$ cat config.mk
export PLATFORM = sky130hd
export DESIGN_NAME = multi_queue_shared_buffer
export DESIGN_NICKNAME = d
export VERILOG_FILES = /design/src/hdl/mqsb_pkg.sv /design/src/hdl/multi_queue_shared_buffer.sv /design/src/hdl/mqsb_ram.sv
export SDC_FILE = /design/constraint.sdc
export NUM_CORES = 1
export LEC_CHECK = 0
export ABC_CLOCK_PERIOD_IN_PS = 12370
export CORE_ASPECT_RATIO = 0.6
export CORE_UTILIZATION = 40
export DETAILED_ROUTE_END_ITERATION = 8
export DONT_BUFFER_PORTS = 1
export PLACE_DENSITY = 0.52
export SLEW_MARGIN = 20
export SYNTH_ARGS = -nofsm -noshare
export SYNTH_HDL_FRONTEND = slang
export SYNTH_SLANG_ARGS = --single-unit
export TNS_END_PERCENT = 30
$ cat constraint.sdc
create_clock -name clk -period 12.37 [get_ports clk]
set_input_delay 0.6185 -clock clk [delete_from_list [all_inputs] [get_ports clk]]
set_output_delay 0.6185 -clock clk [all_outputs]
set_load 0.02 [all_outputs]
$ cat src/hdl/mqsb_pkg.sv
// ----------------------------------------------------------------------------
// mqsb_pkg
// Shared types and constants for the multi-queue shared buffer.
// ----------------------------------------------------------------------------
`default_nettype none

package mqsb_pkg;

    // Request field widths
    localparam int DATA_W = 32;
    localparam int QID_W  = 2;

    // Value returned by a dequeue from an empty queue
    localparam logic [DATA_W-1:0] EMPTY_VALUE = 32'h7FFF_FFFF;

    typedef enum logic {
        OP_ENQ = 1'b0,
        OP_DEQ = 1'b1
    } op_t;

    typedef enum logic [1:0] {
        ST_OK        = 2'd0,
        ST_OVERFLOW  = 2'd1,
        ST_UNDERFLOW = 2'd2
    } status_t;

    // One request as held in the input register
    typedef struct packed {
        op_t                      op;
        logic [QID_W-1:0]         qid;
        logic signed [DATA_W-1:0] item;
    } req_t;

endpackage

`default_nettype wire

$ cat src/hdl/multi_queue_shared_buffer.sv
// ----------------------------------------------------------------------------
// multi_queue_shared_buffer
// Several FIFO queues sharing one slot store through linked slots; freed
// slots are kept on a linked recycle stack, untouched slots come from a
// fill counter.
// ----------------------------------------------------------------------------
// Each request is held in the input register, then its result in the result register.
// Throughput: one request per cycle while the output is not stalled; the link RAM read
//   of one request feeds the pointer bypass of the next, so back-to-back requests do not wait.
// Output stall holds the result register and, once the input register is
//   also occupied, stalls the input channel.
// Reset: all queues empty, every slot free; no clearing pass is needed.
// ----------------------------------------------------------------------------
`default_nettype none

module multi_queue_shared_buffer #(
    parameter int NUM_QUEUES = 4,
    parameter int NUM_SLOTS  = 16
) (
    input  wire logic                                  clk,
    input  wire logic                                  rst_n,
    // request channel
    input  wire logic                                  in_valid,
    output logic                                       in_stall,
    input  wire logic                                  opcode,
    input  wire logic [mqsb_pkg::QID_W-1:0]            queue_id,
    input  wire logic signed [mqsb_pkg::DATA_W-1:0]    item,
    // result channel
    output logic                                       out_valid,
    input  wire logic                                  out_stall,
    output logic signed [mqsb_pkg::DATA_W-1:0]         data,
    output logic [1:0]                                 status,
    output logic                                       store_full
);

    localparam int SW = $clog2(NUM_SLOTS);
    localparam int CW = $clog2(NUM_SLOTS + 1);
    localparam int QW = (NUM_QUEUES > 1) ? $clog2(NUM_QUEUES) : 1;

    // ------------------------------------------------------------------
    // Signals
    // ------------------------------------------------------------------
    logic               s1_valid_reg, s1_valid_next;
    mqsb_pkg::req_t     s1_req_reg;
    logic               s1_fire;
    logic               s2_free;
    logic               in_take;

    logic               s2_valid_reg, s2_valid_next;
    mqsb_pkg::status_t  s2_status_reg, s2_status_next;
    logic               s2_full_reg, s2_full_next;
    logic               s2_rdsel_reg, s2_rdsel_next;
    logic [mqsb_pkg::DATA_W-1:0] s2_data_reg, s2_data_next;

    logic [SW-1:0]      head_reg [NUM_QUEUES];
    logic [SW-1:0]      head_next [NUM_QUEUES];
    logic [SW-1:0]      head_eff [NUM_QUEUES];
    logic [SW-1:0]      tail_reg [NUM_QUEUES];
    logic [SW-1:0]      tail_next [NUM_QUEUES];
    logic [NUM_QUEUES-1:0] hok_reg, hok_next;

    logic [SW-1:0]      rhead_reg, rhead_next, rhead_eff;
    logic [CW-1:0]      rcnt_reg, rcnt_next;
    logic [CW-1:0]      fresh_reg, fresh_next;
    logic [CW-1:0]      free_cnt_reg, free_cnt_next;

    logic               pend_valid_reg, pend_valid_next;
    logic               pend_free_reg, pend_free_next;
    logic [QW-1:0]      pend_q_reg, pend_q_next;

    logic [QW-1:0]      q_idx;
    logic               q_ok;
    logic [SW-1:0]      enq_slot;
    logic [SW-1:0]      deq_slot;
    logic               deq_last;
    logic               q_has_items;

    logic               link_we, link_re;
    logic [SW-1:0]      link_waddr, link_wdata, link_raddr, link_rdata;
    logic               val_we, val_re;
    logic [SW-1:0]      val_waddr, val_raddr;
    logic [mqsb_pkg::DATA_W-1:0] val_wdata, val_rdata;

    // ------------------------------------------------------------------
    // Handshake and pipeline control
    // ------------------------------------------------------------------
    assign s2_free  = !s2_valid_reg || !out_stall;
    assign s1_fire  = s1_valid_reg && s2_free;
    assign in_stall = s1_valid_reg && !s2_free;
    assign in_take  = in_valid && !in_stall;

    always_comb
    begin
        s1_valid_next = s1_valid_reg;
        if (in_take)
        begin
            s1_valid_next = 1'b1;
        end
        else if (s1_fire)
        begin
            s1_valid_next = 1'b0;
        end
    end

    assign s2_valid_next = s2_free ? s1_fire : s2_valid_reg;

    // ------------------------------------------------------------------
    // Pointer bypass: a pointer fetched from the link RAM last cycle
    // is taken straight from the RAM output
    // ------------------------------------------------------------------
    always_comb
    begin
        for (int i = 0; i < NUM_QUEUES; i++)
        begin
            head_eff[i] = (pend_valid_reg && !pend_free_reg && pend_q_reg == QW'(i))
                          ? link_rdata : head_reg[i];
        end
    end

    assign rhead_eff = (pend_valid_reg && pend_free_reg) ? link_rdata : rhead_reg;

    // ------------------------------------------------------------------
    // Request decode
    // ------------------------------------------------------------------
    assign q_idx       = QW'(s1_req_reg.qid);
    assign q_ok        = int'(s1_req_reg.qid) < NUM_QUEUES;
    assign q_has_items = q_ok && hok_reg[q_idx];
    assign enq_slot    = (rcnt_reg != '0) ? rhead_eff : fresh_reg[SW-1:0];
    assign deq_slot    = head_eff[q_idx];
    assign deq_last    = (deq_slot == tail_reg[q_idx]);

    // ------------------------------------------------------------------
    // Queue and free-list update
    // ------------------------------------------------------------------
    always_comb
    begin
        head_next       = head_eff;
        tail_next       = tail_reg;
        hok_next        = hok_reg;
        rhead_next      = rhead_eff;
        rcnt_next       = rcnt_reg;
        fresh_next      = fresh_reg;
        free_cnt_next   = free_cnt_reg;
        pend_valid_next = 1'b0;
        pend_free_next  = 1'b0;
        pend_q_next     = q_idx;

        link_we    = 1'b0;
        link_waddr = tail_reg[q_idx];
        link_wdata = enq_slot;
        link_re    = 1'b0;
        link_raddr = rhead_eff;
        val_we     = 1'b0;
        val_waddr  = enq_slot;
        val_wdata  = $unsigned(s1_req_reg.item);
        val_re     = 1'b0;
        val_raddr  = deq_slot;

        s2_status_next = mqsb_pkg::ST_OK;
        s2_data_next   = '0;
        s2_rdsel_next  = 1'b0;

        if (s1_fire)
        begin
            unique case (s1_req_reg.op)
                mqsb_pkg::OP_ENQ:
                begin
                    if (!q_ok || free_cnt_reg == '0)
                    begin
                        s2_status_next = mqsb_pkg::ST_OVERFLOW;
                    end
                    else
                    begin
                        // take a recycled slot first, else a never-used one
                        if (rcnt_reg != '0)
                        begin
                            rcnt_next       = rcnt_reg - CW'(1);
                            link_re         = 1'b1;
                            link_raddr      = rhead_eff;
                            pend_valid_next = 1'b1;
                            pend_free_next  = 1'b1;
                        end
                        else
                        begin
                            fresh_next = fresh_reg + CW'(1);
                        end
                        free_cnt_next = free_cnt_reg - CW'(1);

                        // append to the queue
                        if (!hok_reg[q_idx])
                        begin
                            head_next[q_idx] = enq_slot;
                            hok_next[q_idx]  = 1'b1;
                        end
                        else
                        begin
                            link_we    = 1'b1;
                            link_waddr = tail_reg[q_idx];
                            link_wdata = enq_slot;
                        end
                        tail_next[q_idx] = enq_slot;
                        val_we           = 1'b1;
                    end
                end

                mqsb_pkg::OP_DEQ:
                begin
                    if (!q_has_items)
                    begin
                        s2_status_next = mqsb_pkg::ST_UNDERFLOW;
                        s2_data_next   = mqsb_pkg::EMPTY_VALUE;
                    end
                    else
                    begin
                        // unlink the head; last item empties the queue
                        if (deq_last)
                        begin
                            hok_next[q_idx] = 1'b0;
                        end
                        else
                        begin
                            link_re         = 1'b1;
                            link_raddr      = deq_slot;
                            pend_valid_next = 1'b1;
                        end

                        // push the slot onto the recycle stack
                        link_we       = 1'b1;
                        link_waddr    = deq_slot;
                        link_wdata    = rhead_eff;
                        rhead_next    = deq_slot;
                        rcnt_next     = rcnt_reg + CW'(1);
                        free_cnt_next = free_cnt_reg + CW'(1);

                        val_re        = 1'b1;
                        s2_rdsel_next = 1'b1;
                    end
                end

                default:
                begin
                    s2_status_next = mqsb_pkg::ST_OK;
                end
            endcase
        end
    end

    assign s2_full_next = (free_cnt_next == '0);

    // ------------------------------------------------------------------
    // Control registers
    // ------------------------------------------------------------------
    always_ff @(posedge clk or negedge rst_n)
    begin
        if (!rst_n)
        begin
            s1_valid_reg   <= 1'b0;
            s2_valid_reg   <= 1'b0;
            hok_reg        <= '0;
            rcnt_reg       <= '0;
            fresh_reg      <= '0;
            free_cnt_reg   <= CW'(NUM_SLOTS);
            pend_valid_reg <= 1'b0;
            pend_free_reg  <= 1'b0;
        end
        else
        begin
            s1_valid_reg   <= s1_valid_next;
            s2_valid_reg   <= s2_valid_next;
            hok_reg        <= hok_next;
            rcnt_reg       <= rcnt_next;
            fresh_reg      <= fresh_next;
            free_cnt_reg   <= free_cnt_next;
            pend_valid_reg <= pend_valid_next;
            pend_free_reg  <= pend_free_next;
        end
    end

    // ------------------------------------------------------------------
    // Payload registers
    // ------------------------------------------------------------------
    always_ff @(posedge clk)
    begin
        head_reg   <= head_next;
        tail_reg   <= tail_next;
        rhead_reg  <= rhead_next;
        pend_q_reg <= pend_q_next;
        if (in_take)
        begin
            s1_req_reg.op   <= mqsb_pkg::op_t'(opcode);
            s1_req_reg.qid  <= queue_id;
            s1_req_reg.item <= item;
        end
        if (s2_free && s1_fire)
        begin
            s2_status_reg <= s2_status_next;
            s2_full_reg   <= s2_full_next;
            s2_rdsel_reg  <= s2_rdsel_next;
            s2_data_reg   <= s2_data_next;
        end
    end

    // ------------------------------------------------------------------
    // Slot link and slot value stores
    // ------------------------------------------------------------------
    mqsb_ram #(
        .WIDTH (SW),
        .DEPTH (NUM_SLOTS)
    ) u_link_ram (
        .clk   (clk),
        .we    (link_we),
        .waddr (link_waddr),
        .wdata (link_wdata),
        .re    (link_re),
        .raddr (link_raddr),
        .rdata (link_rdata)
    );

    mqsb_ram #(
        .WIDTH (mqsb_pkg::DATA_W),
        .DEPTH (NUM_SLOTS)
    ) u_value_ram (
        .clk   (clk),
        .we    (val_we),
        .waddr (val_waddr),
        .wdata (val_wdata),
        .re    (val_re),
        .raddr (val_raddr),
        .rdata (val_rdata)
    );

    // ------------------------------------------------------------------
    // Outputs
    // ------------------------------------------------------------------
    assign out_valid  = s2_valid_reg;
    assign data       = s2_rdsel_reg ? $signed(val_rdata) : $signed(s2_data_reg);
    assign status     = s2_status_reg;
    assign store_full = s2_full_reg;

endmodule

`default_nettype wire

$ cat src/hdl/mqsb_ram.sv
// ----------------------------------------------------------------------------
// mqsb_ram
// Generic simple dual-port RAM: one write port, one read port with a
// registered, enabled read. A read of the address written in the same cycle
// returns the old contents.
// ----------------------------------------------------------------------------
`default_nettype none

module mqsb_ram #(
    parameter int WIDTH = 32,
    parameter int DEPTH = 16
) (
    input  wire logic                                     clk,
    input  wire logic                                     we,
    input  wire logic [((DEPTH > 1) ? $clog2(DEPTH) : 1)-1:0] waddr,
    input  wire logic [WIDTH-1:0]                         wdata,
    input  wire logic                                     re,
    input  wire logic [((DEPTH > 1) ? $clog2(DEPTH) : 1)-1:0] raddr,
    output logic      [WIDTH-1:0]                         rdata
);

    logic [WIDTH-1:0] mem [DEPTH];

    // Write port
    always_ff @(posedge clk)
    begin
        if (we)
        begin
            mem[waddr] <= wdata;
        end
    end

    // Registered read port, holds its data when not enabled
    always_ff @(posedge clk)
    begin
        if (re)
        begin
            rdata <= mem[raddr];
        end
    end

endmodule

`default_nettype wire

* After elaboration in Yosys (flattened, before gate mapping)
Memory sizes are Yosys's and may differ from the RTL's. A register that Yosys moved wholly into a read port is not among the register bits.
Index checks and enable logic that the tools add are counted.
** Word-level totals
- Bits in registers :: 132
- RAM bits :: 576
- Input port bits :: 39
- Output and inout bits :: 37
- Logic and storage cells :: 158
- Memories :: 2
** Memories
- u_value_ram.mem :: words 16, width 32, rd ports 1, clocked after memory_dff 1, write ports 1, line mqsb_ram.sv:22 : logic [WIDTH-1:0] mem [DEPTH];
- u_link_ram.mem :: words 16, width 4, rd ports 1, clocked after memory_dff 1, write ports 1, line mqsb_ram.sv:22
** Operators by class
- Add/sub/neg operators :: 5
- Order comparisons :: 4
- Eq/ne operators :: 9
- Muxes and demuxes :: 78
- Bitwise operators :: 7
- Reduce and logical (&&, ||, !) cells :: 28
** Operator list (count)
- two-way mux 4 bit :: 25
- two-way mux 16 bit :: 4
- bitwise mux 16 bit :: 2
- two-way mux 32 bit :: 1
- case mux 4 bit (2 select lines) :: 4
- two-way mux 31 bit :: 1
- two-way mux 5 bit :: 6
- two-way mux 1 bit :: 24
- case mux 5 bit (2 select lines) :: 2
- binary-select mux 4 bit (select 2 bit) :: 2
- adder 5 x 1 -> 5 bit, second input constant :: 3
- logical AND 1 bit :: 12
- zero test 5 bit :: 2
- subtractor 5 x 1 -> 5 bit, second input constant :: 2
- demux 4 bit (select 2 bit) :: 1
- AND reduction 4 bit :: 2
- != test 2 bit, second input constant :: 3
- zero test 1 bit :: 5
- AND reduction 5 bit :: 1
- nonzero test 5 bit :: 1
- AND 4 bit :: 1
- == test 2 bit, second input constant :: 2
- == test 4 bit :: 1
- != test 2 x 1 -> 1 bit, second input constant :: 2
- 19 further kinds :: 22

* Depth between registers and ports, before layout
Gate-level depths: netlist (run 1).
- Depth in word-level cells :: 12
- Depth in mapped cells :: 16

* By module
From an unflattened synthesis (run 1), not the netlist that was laid out.
** Unflattened totals
- Cell total of the unflattened synthesis :: 1415
- Area, all modules :: 27780.4 µm²
** Modules (own cells, without submodules)
- mqsb_ram at u_value_ram :: instances 1, cells each 838, area an instance 20155.6 µm²
- multi_queue_shared_buffer :: instances 1, cells each 447, area an instance 4918.5 µm²
- mqsb_ram at u_link_ram :: instances 1, cells each 130, area an instance 2706.3 µm²

* Worst setup path after synthesis (run 1)
OpenSTA, ideal clock, no wires.
- Kind :: flip-flop to flip-flop
- Start :: register s1_req_reg, in the netlist pend_q_next[1]
- End :: memory u_link_ram.mem[0][0] (netlist name), data pin
- Arrival :: 3512 ps
- Path slack :: 8415 ps
- Cell stages (with the launch flop) :: 9
- Path buffers :: 4
- Period minus slack after synthesis :: 3955 ps
- Cell sequence :: edfxtp_1 > clkbuf_1 > clkbuf_1 > mux4_2 > nand3_1 > inv_2 > clkbuf_1 > clkbuf_1 > o21ai_0
** Between the ends
- Cells in the longest elaborated chain, start to end :: 5
** Ends and longest elaborated chain
- start: declaration :: line multi_queue_shared_buffer.sv:44 : mqsb_pkg::req_t s1_req_reg;
- binary-select mux 1 bit (select 2 bit) :: line multi_queue_shared_buffer.sv:127 : assign q_has_items = q_ok && hok_reg[q_idx];
- two-way mux 1 bit (implied by the code) :: line multi_queue_shared_buffer.sv:127
- two-way mux 4 bit :: line multi_queue_shared_buffer.sv:208 : if (!q_has_items)
- case mux 4 bit (2 select lines) :: line multi_queue_shared_buffer.sv:165 : unique case (s1_req_reg.op)
- two-way mux 4 bit :: line multi_queue_shared_buffer.sv:163 : if (s1_fire)
- via link_wdata[0] :: line multi_queue_shared_buffer.sv:79 : logic [SW-1:0] link_waddr, link_wdata, link_raddr, link_rdata;
- end: declaration :: line mqsb_ram.sv:22
The timed path passes the listed nets, and every way through them passes these cells. The select of a mux whose other input is x is not followed.

* Worst setup path after layout (run 1)
- Start :: register pend_free_reg
- End :: register u_link_ram.rdata[3], read port of u_link_ram.mem, data pin
** Between the ends
- Cells in the longest elaborated chain, start to end :: 12
- Elaborated cells on any way between the ends :: 24
- Those cells by class :: 1 x eq/ne; 16 x mux; 7 x reduce/logical
** Ends and longest elaborated chain
- start: declaration :: line multi_queue_shared_buffer.sv:68 : logic pend_free_reg, pend_free_next;
- start signal: assignment :: line multi_queue_shared_buffer.sv:275 : pend_free_reg <= pend_free_next;
- zero test 1 bit :: line multi_queue_shared_buffer.sv:115 : head_eff[i] = (pend_valid_reg && !pend_free_reg && pend_q_reg == QW'(i))
- logical AND 1 bit (2 in series) :: line multi_queue_shared_buffer.sv:115
- two-way mux 4 bit :: line multi_queue_shared_buffer.sv:116 : ? link_rdata : head_reg[i];
- binary-select mux 4 bit (select 2 bit) :: line multi_queue_shared_buffer.sv:129 : assign deq_slot = head_eff[q_idx];
- two-way mux 4 bit (implied by the code) (2 in series) :: line multi_queue_shared_buffer.sv:129
- == test 4 bit :: line multi_queue_shared_buffer.sv:130 : assign deq_last = (deq_slot == tail_reg[q_idx]);
- two-way mux 4 bit / two-way mux 1 bit (equally long branches) :: line multi_queue_shared_buffer.sv:216 : if (deq_last)
- two-way mux 4 bit / two-way mux 1 bit (equally long branches) :: line multi_queue_shared_buffer.sv:208
- case mux 4 bit (2 select lines) / case mux 1 bit (2 select lines) (equally long branches) :: line multi_queue_shared_buffer.sv:165
- two-way mux 4 bit / two-way mux 1 bit (equally long branches) :: line multi_queue_shared_buffer.sv:163
- end: declaration :: line mqsb_ram.sv:19 : output logic [WIDTH-1:0] rdata
Parallel ways exist; a longest one is shown, timed or not. The select of a mux whose other input is x is not followed.
A chain may end at the register's enable or synchronous reset.

==> results of run 1 <==
## power breakdown
part,internal (µW),switching (µW),total [µW]
logic,643,1550,2190
clock network,1110,889,2000
registers,2920,130,3050
total,4680,2570,7240
## per-layer routing
layer	share of wire [%]	track usage (%)	wire, µm	vias to the layer above
li1	-	-	-	8344
met1	50	35.2	40400	9250
met2	41	30.1	33400	592
met3	7.7	4.70	6250	106
met4	1.5	4.82	1240	0
met5	0	0	0	-
## metrics by stage
step | total power [µW] | cells
after floorplan | 4570 | 2288
after CTS | 7290 | 3272
after global routing | 7610 | 3273
final | 7240 | 3274
after global placement | 5240 | 3156
after detailed placement | 5270 | 3156
## final timing paths
path | start | end | slack, ns | cells past startpoint
setup / recovery | pend_free_reg | u_link_ram.rdata[3] | 7.16 | 10
hold / removal | item[6] | val_wdata[6] | 0.08 | 0
setup reg to reg | pend_free_reg | u_link_ram.rdata[3] | 7.16 | 10
hold reg to reg | head_reg[2] | head_reg[2] | 0.48 | 2
max in group asynchronous | rst_n | free_cnt_reg[4] | 11.72 | 2
min in group asynchronous | rst_n | free_cnt_reg[3] | 0.43 | 2
## layout by cell type (no fill, tap or decap), types with 18 or more instances in the layout
cell,instances
edfxtp_1,667
nand2_1,644
nand3_1,274
clkbuf_16,71
a311oi_1,64
nor2_1,46
and3_1,44
mux2i_1,43
buf_4,37
a31oi_1,36
o21ai_0,35
dfxtp_1,22
dfrtp_1,21
a21oi_1,20
nor3_1,19
clkbuf_1,18
## kinds of logic after synthesis
family          after synthesis  share of synthesized area, %
simple gates               1102                          16.5
flops                       711                          72.2
mux                          65                          2.61
buf+inv                     161                          2.22
xor+xnor                     11                         0.395
compound gates              231                          5.82
fa+ha+maj                     7                         0.326
## repair_timing
item | 4_1_cts | 5_1_grt
hold endpoints to repair | 22 | 0
hold buffers | 2 | 0
setup endpoints to repair | 0 | 0
## worst max-delay path: stages (launching register included)
cell and delay [ns]:
dfrtp_1 0.45, or4b_1 0.81, mux2_4 0.39, mux4_4 0.96, xnor2_4 0.29, and2_1 0.30
a21o_1 0.28, nor2_2 0.62, mux2_2 0.42, a221oi_2 0.28, o41ai_2 0.10
## cell type report
cell class	count	area [µm²]	share of cell area (%)
clock inverters	25	225	0.696
well taps	975	1220	3.77
diodes	1	2.50	0.00773
flip-flops and latches	711	21000	65.0
multi-input cells	1416	7630	23.6
inverters	16	60.1	0.186
clock buffers	89	1840	5.70
repair buffers	41	355	1.10
==> results.sh, run 1 <==
export IMPL_regMostFlops="u_value_ram.mem"
export IMPL_area_growth_pct=11.1
export IMPL_hold_ws_ns=0.0810
export IMPL_root_buffer="clkbuf_16"
export IMPL_fp_dieH_um=211
export IMPL_postLayoutSetupSlackWorst_ns=7.16
export IMPL_critPathArrivalTime_ns=5.57
export IMPL_post_cts_resized=0
export IMPL_grt_overflow=0
export IMPL_ys_seq_area_share_pct=72.2
export IMPL_cts_buffers=68
export IMPL_final_area_mm2=0.0324
export IMPL_antenna_found_initial=3
export IMPL_cp_start_kind="register"
export IMPL_fillCellCount=6501
export IMPL_syn_area_per_cell_um2=12.7
export IMPL_synthCells=2288
export IMPL_grt_max_degree=171
export IMPL_largest_register_ffs=512
export IMPL_viasPerCell=5.59
export IMPL_initial_core_util_pct=40.5
export IMPL_ctsHtreeMaxLevel=3
export IMPL_drt_total_wl_mm=81.3
export IMPL_ys_ff_latch=711
export IMPL_path_max_fanout=55
export IMPL_clk_pin_slew_ns=0.07
export IMPL_skew_ns=0.0289
export IMPL_drcViolationCount=0
export IMPL_synth_nets=2334
export IMPL_post_cts_setup_buffer_count=0
export IMPL_finalHoldViolations=0
export IMPL_synth_most_common_cell="edfxtp_1"
export IMPL_period_needed_ns=5.21
export IMPL_netlist_area_mm2=0.0291
export IMPL_portBuffers=0
export IMPL_async_reset_ff_share_pct=3.09
export IMPL_synth_area_leaders="edfxtp_1 (69%), nand2_1 (8.3%), nand3_1 (4.7%)"
export IMPL_track_usage_pct=22.0
export IMPL_status="finished clean"
export IMPL_clk_latency_ns=0.63
export IMPL_yosysWarnings=0
export IMPL_wl_per_cell_um=24.8
export IMPL_synth_cell_type_count=74
export IMPL_cts_tree="done"
export IMPL_min_path_type="input pin to register"
export IMPL_report_final_slew_viol_count=0
export IMPL_grt_pass1_vias=17300
export IMPL_pre_cts_ws_ns=7.13
export IMPL_grt_pass1_wl_mm=118
export IMPL_finalCritPeriodShare_pct=42.1
export IMPL_dr_first_iter_drc_count=2281
export IMPL_worstPathRequired_ns=12.73
export IMPL_postRouteAntennaNets=0
export IMPL_utilization_pct=45.0
export IMPL_core_area_mm2=0.0719
export IMPL_synth_area_leader_cell="edfxtp_1"
export IMPL_setup_tns_final_ns=0
export IMPL_io_pins=76
export IMPL_worstSetupEndpointType="register"
export IMPL_worstSetupPathType="register to register"
export IMPL_relSlewSlack_pct=24.6
export IMPL_netlist_top_cells_count="edfxtp_1 (667), nand2_1 (645), nand3_1 (274)"
export IMPL_cts_buffer_depth=3
export IMPL_final_nets=2300
export IMPL_grt_setup_unrepaired="no"
export IMPL_clock_fmax_ghz=0.192
export IMPL_synth_edff_count=667
export IMPL_p_leak_uw=0.0112
export IMPL_cap_violations=0
export IMPL_placed_area_mm2=0.0302
export IMPL_synth_top_area_share_pct=68.8
export IMPL_rows=76
export IMPL_cts_sinks=711
export IMPL_setup_violations=0
export IMPL_vdd_drop_max_uv=199
export IMPL_dieArea_mm2=0.0740
export IMPL_dpl_hpwl_mm=43.6
export IMPL_via_count=18300
export IMPL_synth_main_ff_cell="edfxtp_1"
export IMPL_place_gp_congestion=0.936
export IMPL_drive_above_1_share_pct=7.96
export IMPL_die_width_um=350
export IMPL_power_density_mw_per_mm2=224
export IMPL_first_pass_iters=6
export IMPL_worstMarginPinSlew_ns=1.13
export IMPL_top_regs="u_value_ram.mem (512), u_link_ram.mem (64)"
(Power assumes the default switching activity.)
==> run 2: changes to the inputs <==
--- a/config.mk
+++ b/config.mk
@@ -5,7 +5,7 @@
 export SDC_FILE = /design/constraint.sdc
 export NUM_CORES = 1
 export LEC_CHECK = 0
-export ABC_CLOCK_PERIOD_IN_PS = 12370
+export ABC_CLOCK_PERIOD_IN_PS = 4800
 export CORE_ASPECT_RATIO = 0.6
 export CORE_UTILIZATION = 40
 export DETAILED_ROUTE_END_ITERATION = 8
==> constraint.sdc (replaced) <==
create_clock -name clk -period 4.8 [get_ports clk]
set_input_delay 0.24 -clock clk [delete_from_list [all_inputs] [get_ports clk]]
set_output_delay 0.24 -clock clk [all_outputs]
set_load 0.02 [all_outputs]
==> run 2 against run 1 <==
  * Non-clock buffer count grew 68
  * Utilization grew 1.3 points
  * Clock power grew to 2.7 times the previous value
  * Hold slack lost 0.0061 ns
  * Sequential share of layout area shrank 1.8 points
  * Critical endpoint unchanged
  * Highest routed layer unchanged
==> results.sh, run 2 (synthesis gave the netlist of run 1 again) <==
export IMPL_status="finished clean"
export IMPL_cp_slowest_cell="mux4_4"
export IMPL_cp_start_kind="register"
export IMPL_hold_ws_ns=0.0748
export IMPL_post_cts_resized=0
export IMPL_path_max_fanout=12
export IMPL_drive_above_1_share_pct=9.47
export IMPL_dpl_hpwl_mm=45.8
export IMPL_grt_pass1_vias=17600
export IMPL_setup_tns_final_ns=0
export IMPL_root_buffer="clkbuf_16"
export IMPL_regMostFlops="u_value_ram.mem"
export IMPL_core_area_mm2=0.0719
export IMPL_drt_total_wl_mm=79.9
export IMPL_n_antenna_cell=0
export IMPL_place_gp_congestion=0.910
export IMPL_clk_pin_slew_ns=0.07
export IMPL_area_growth_pct=14.2
export IMPL_via_count=18600
export IMPL_antenna_found_initial=2
export IMPL_postRouteAntennaNets=0
export IMPL_cap_violations=0
export IMPL_wl_per_cell_um=23.8
export IMPL_cpLargestDelayFamily="simple AND/OR/NAND/NOR gates"
export IMPL_rows=76
export IMPL_worstPathRequired_ns=5.15
export IMPL_fp_dieH_um=211
export IMPL_worstSetupPathType="register to register"
export IMPL_grt_pass1_wl_mm=118
export IMPL_skew_ns=0.0256
export IMPL_layout_common_cells="edfxtp_1 (667), nand2_1 (644), nand3_1 (274), clkbuf_16 (71), a311oi_1 (64)"
export IMPL_finalCritPeriodShare_pct=92.7
export IMPL_final_nets=2368
export IMPL_worstSetupEndpointType="register"
export IMPL_grt_setup_unrepaired="no"
export IMPL_hold_buffers=40
export IMPL_setup_violations=0
export IMPL_track_usage_pct=21.8
export IMPL_cts_tree="done"
export IMPL_ctsHtreeMaxLevel=3
export IMPL_vdd_drop_max_uv=363
export IMPL_cts_buffer_depth=3
export IMPL_finalHoldViolations=0
export IMPL_drcViolationCount=0
export IMPL_first_pass_iters=6
export IMPL_top_regs="u_value_ram.mem (512), u_link_ram.mem (64)"
export IMPL_initial_core_util_pct=40.5
export IMPL_crit_buf_inv=0
export IMPL_grt_overflow=0
export IMPL_dr_first_iter_drc_count=1792
export IMPL_fillCellCount=6478
export IMPL_multiInputGateArea_mm2=0.00764
export IMPL_period_needed_ns=4.45
export IMPL_cts_sinks=711
export IMPL_grt_max_degree=135
export IMPL_min_path_type="input pin to asynchronous set/reset pin"
export IMPL_power_density_mw_per_mm2=578
export IMPL_clk_latency_ns=0.62
export IMPL_io_pins=76
export IMPL_critPathArrivalTime_ns=4.80
export IMPL_post_cts_setup_buffer_count=0
export IMPL_largest_register_ffs=512
export IMPL_relSlewSlack_pct=24.3
export IMPL_die_width_um=350
export IMPL_worstMarginPinSlew_ns=1.13
export IMPL_seqCellArea_mm2=0.0210
export IMPL_cts_buffers=68
export IMPL_portBuffers=0
export IMPL_cpPeakStageDelay_ns=0.72
export IMPL_p_leak_uw=0.0116
export IMPL_dieArea_mm2=0.0740
export IMPL_viasPerCell=5.55
export IMPL_report_final_slew_viol_count=0
export IMPL_layout_commonest_cell="edfxtp_1"
export IMPL_crit_chain="or4b_1 -> mux2_4 -> mux4_4 -> xnor2_4 -> and2_1 -> a21oi_2 -> nand2_1 -> a41oi_1 -> a221oi_2 -> o41ai_2"
export IMPL_clock_fmax_ghz=0.225
[run 2: where the power goes]
group          switching (µW)  internal [µW]  total [µW]
logic                    4110           1840        5950
clock network            2360           3060        5420
registers                 336           7520        7860
[run 2: area by class of cell]
| cell class | count | area share, % |
|---|---|---|
| Sequential cell | 711 | 63.2 |
| Clock buffer | 86 | 5.51 |
| Multi-Input combinational cell | 1416 | 23.0 |
| Timing Repair Buffer | 109 | 3.35 |
| Clock inverter | 39 | 1.17 |
| Inverter | 16 | 0.180 |
| Tap cell | 975 | 3.67 |
[run 2: metal layers]
metal	GRT usage (%)	vias to the layer above	wire length, µm
li1	-	8500	-
met1	35.8	9401	40900
met2	29.2	626	32000
met3	4.19	87	5930
met4	4.32	0	1110
met5	0	-	0
[run 2: worst reg2reg max path, stage by stage (launching register included)]
cell and delay [ns]:
dfrtp_1 0.44, or4b_1 0.62, mux2_4 0.32, mux4_4 0.72, xnor2_4 0.28, and2_1 0.46
a21oi_2 0.20, nand2_1 0.44, a41oi_1 0.24, a221oi_2 0.35, o41ai_2 0.14
[run 2: final timing paths]
path	start	end	slack, ns	cells after the start
worst max-delay path	pend_free_reg	u_link_ram.rdata[3]	0.35	10
worst min-delay path	rst_n	pend_valid_reg	0.07	2
worst max register to register	pend_free_reg	u_link_ram.rdata[3]	0.35	10
worst min register to register	s1_valid_reg	out_valid	0.49	1
max in group asynchronous	rst_n	free_cnt_reg[4]	4.48	2
min in group clk	item[9]	val_wdata[9]	0.25	1
[run 2: metrics by stage]
step	instances	utilization (%)	power [µW]	setup slack, ns	area, µm²
6_report	3352	46.3	19200	0.351	33300
5_1_grt	3352	46.3	20200	0.216	33300
4_1_cts	3352	46.3	19400	0.460	33300
3_5_place_dp	3187	42.6	13900	0.469	30600
3_3_place_gp	3187	42.6	13800	0.498	30600
2_1_floorplan	2288	-	11800	0.845	29100
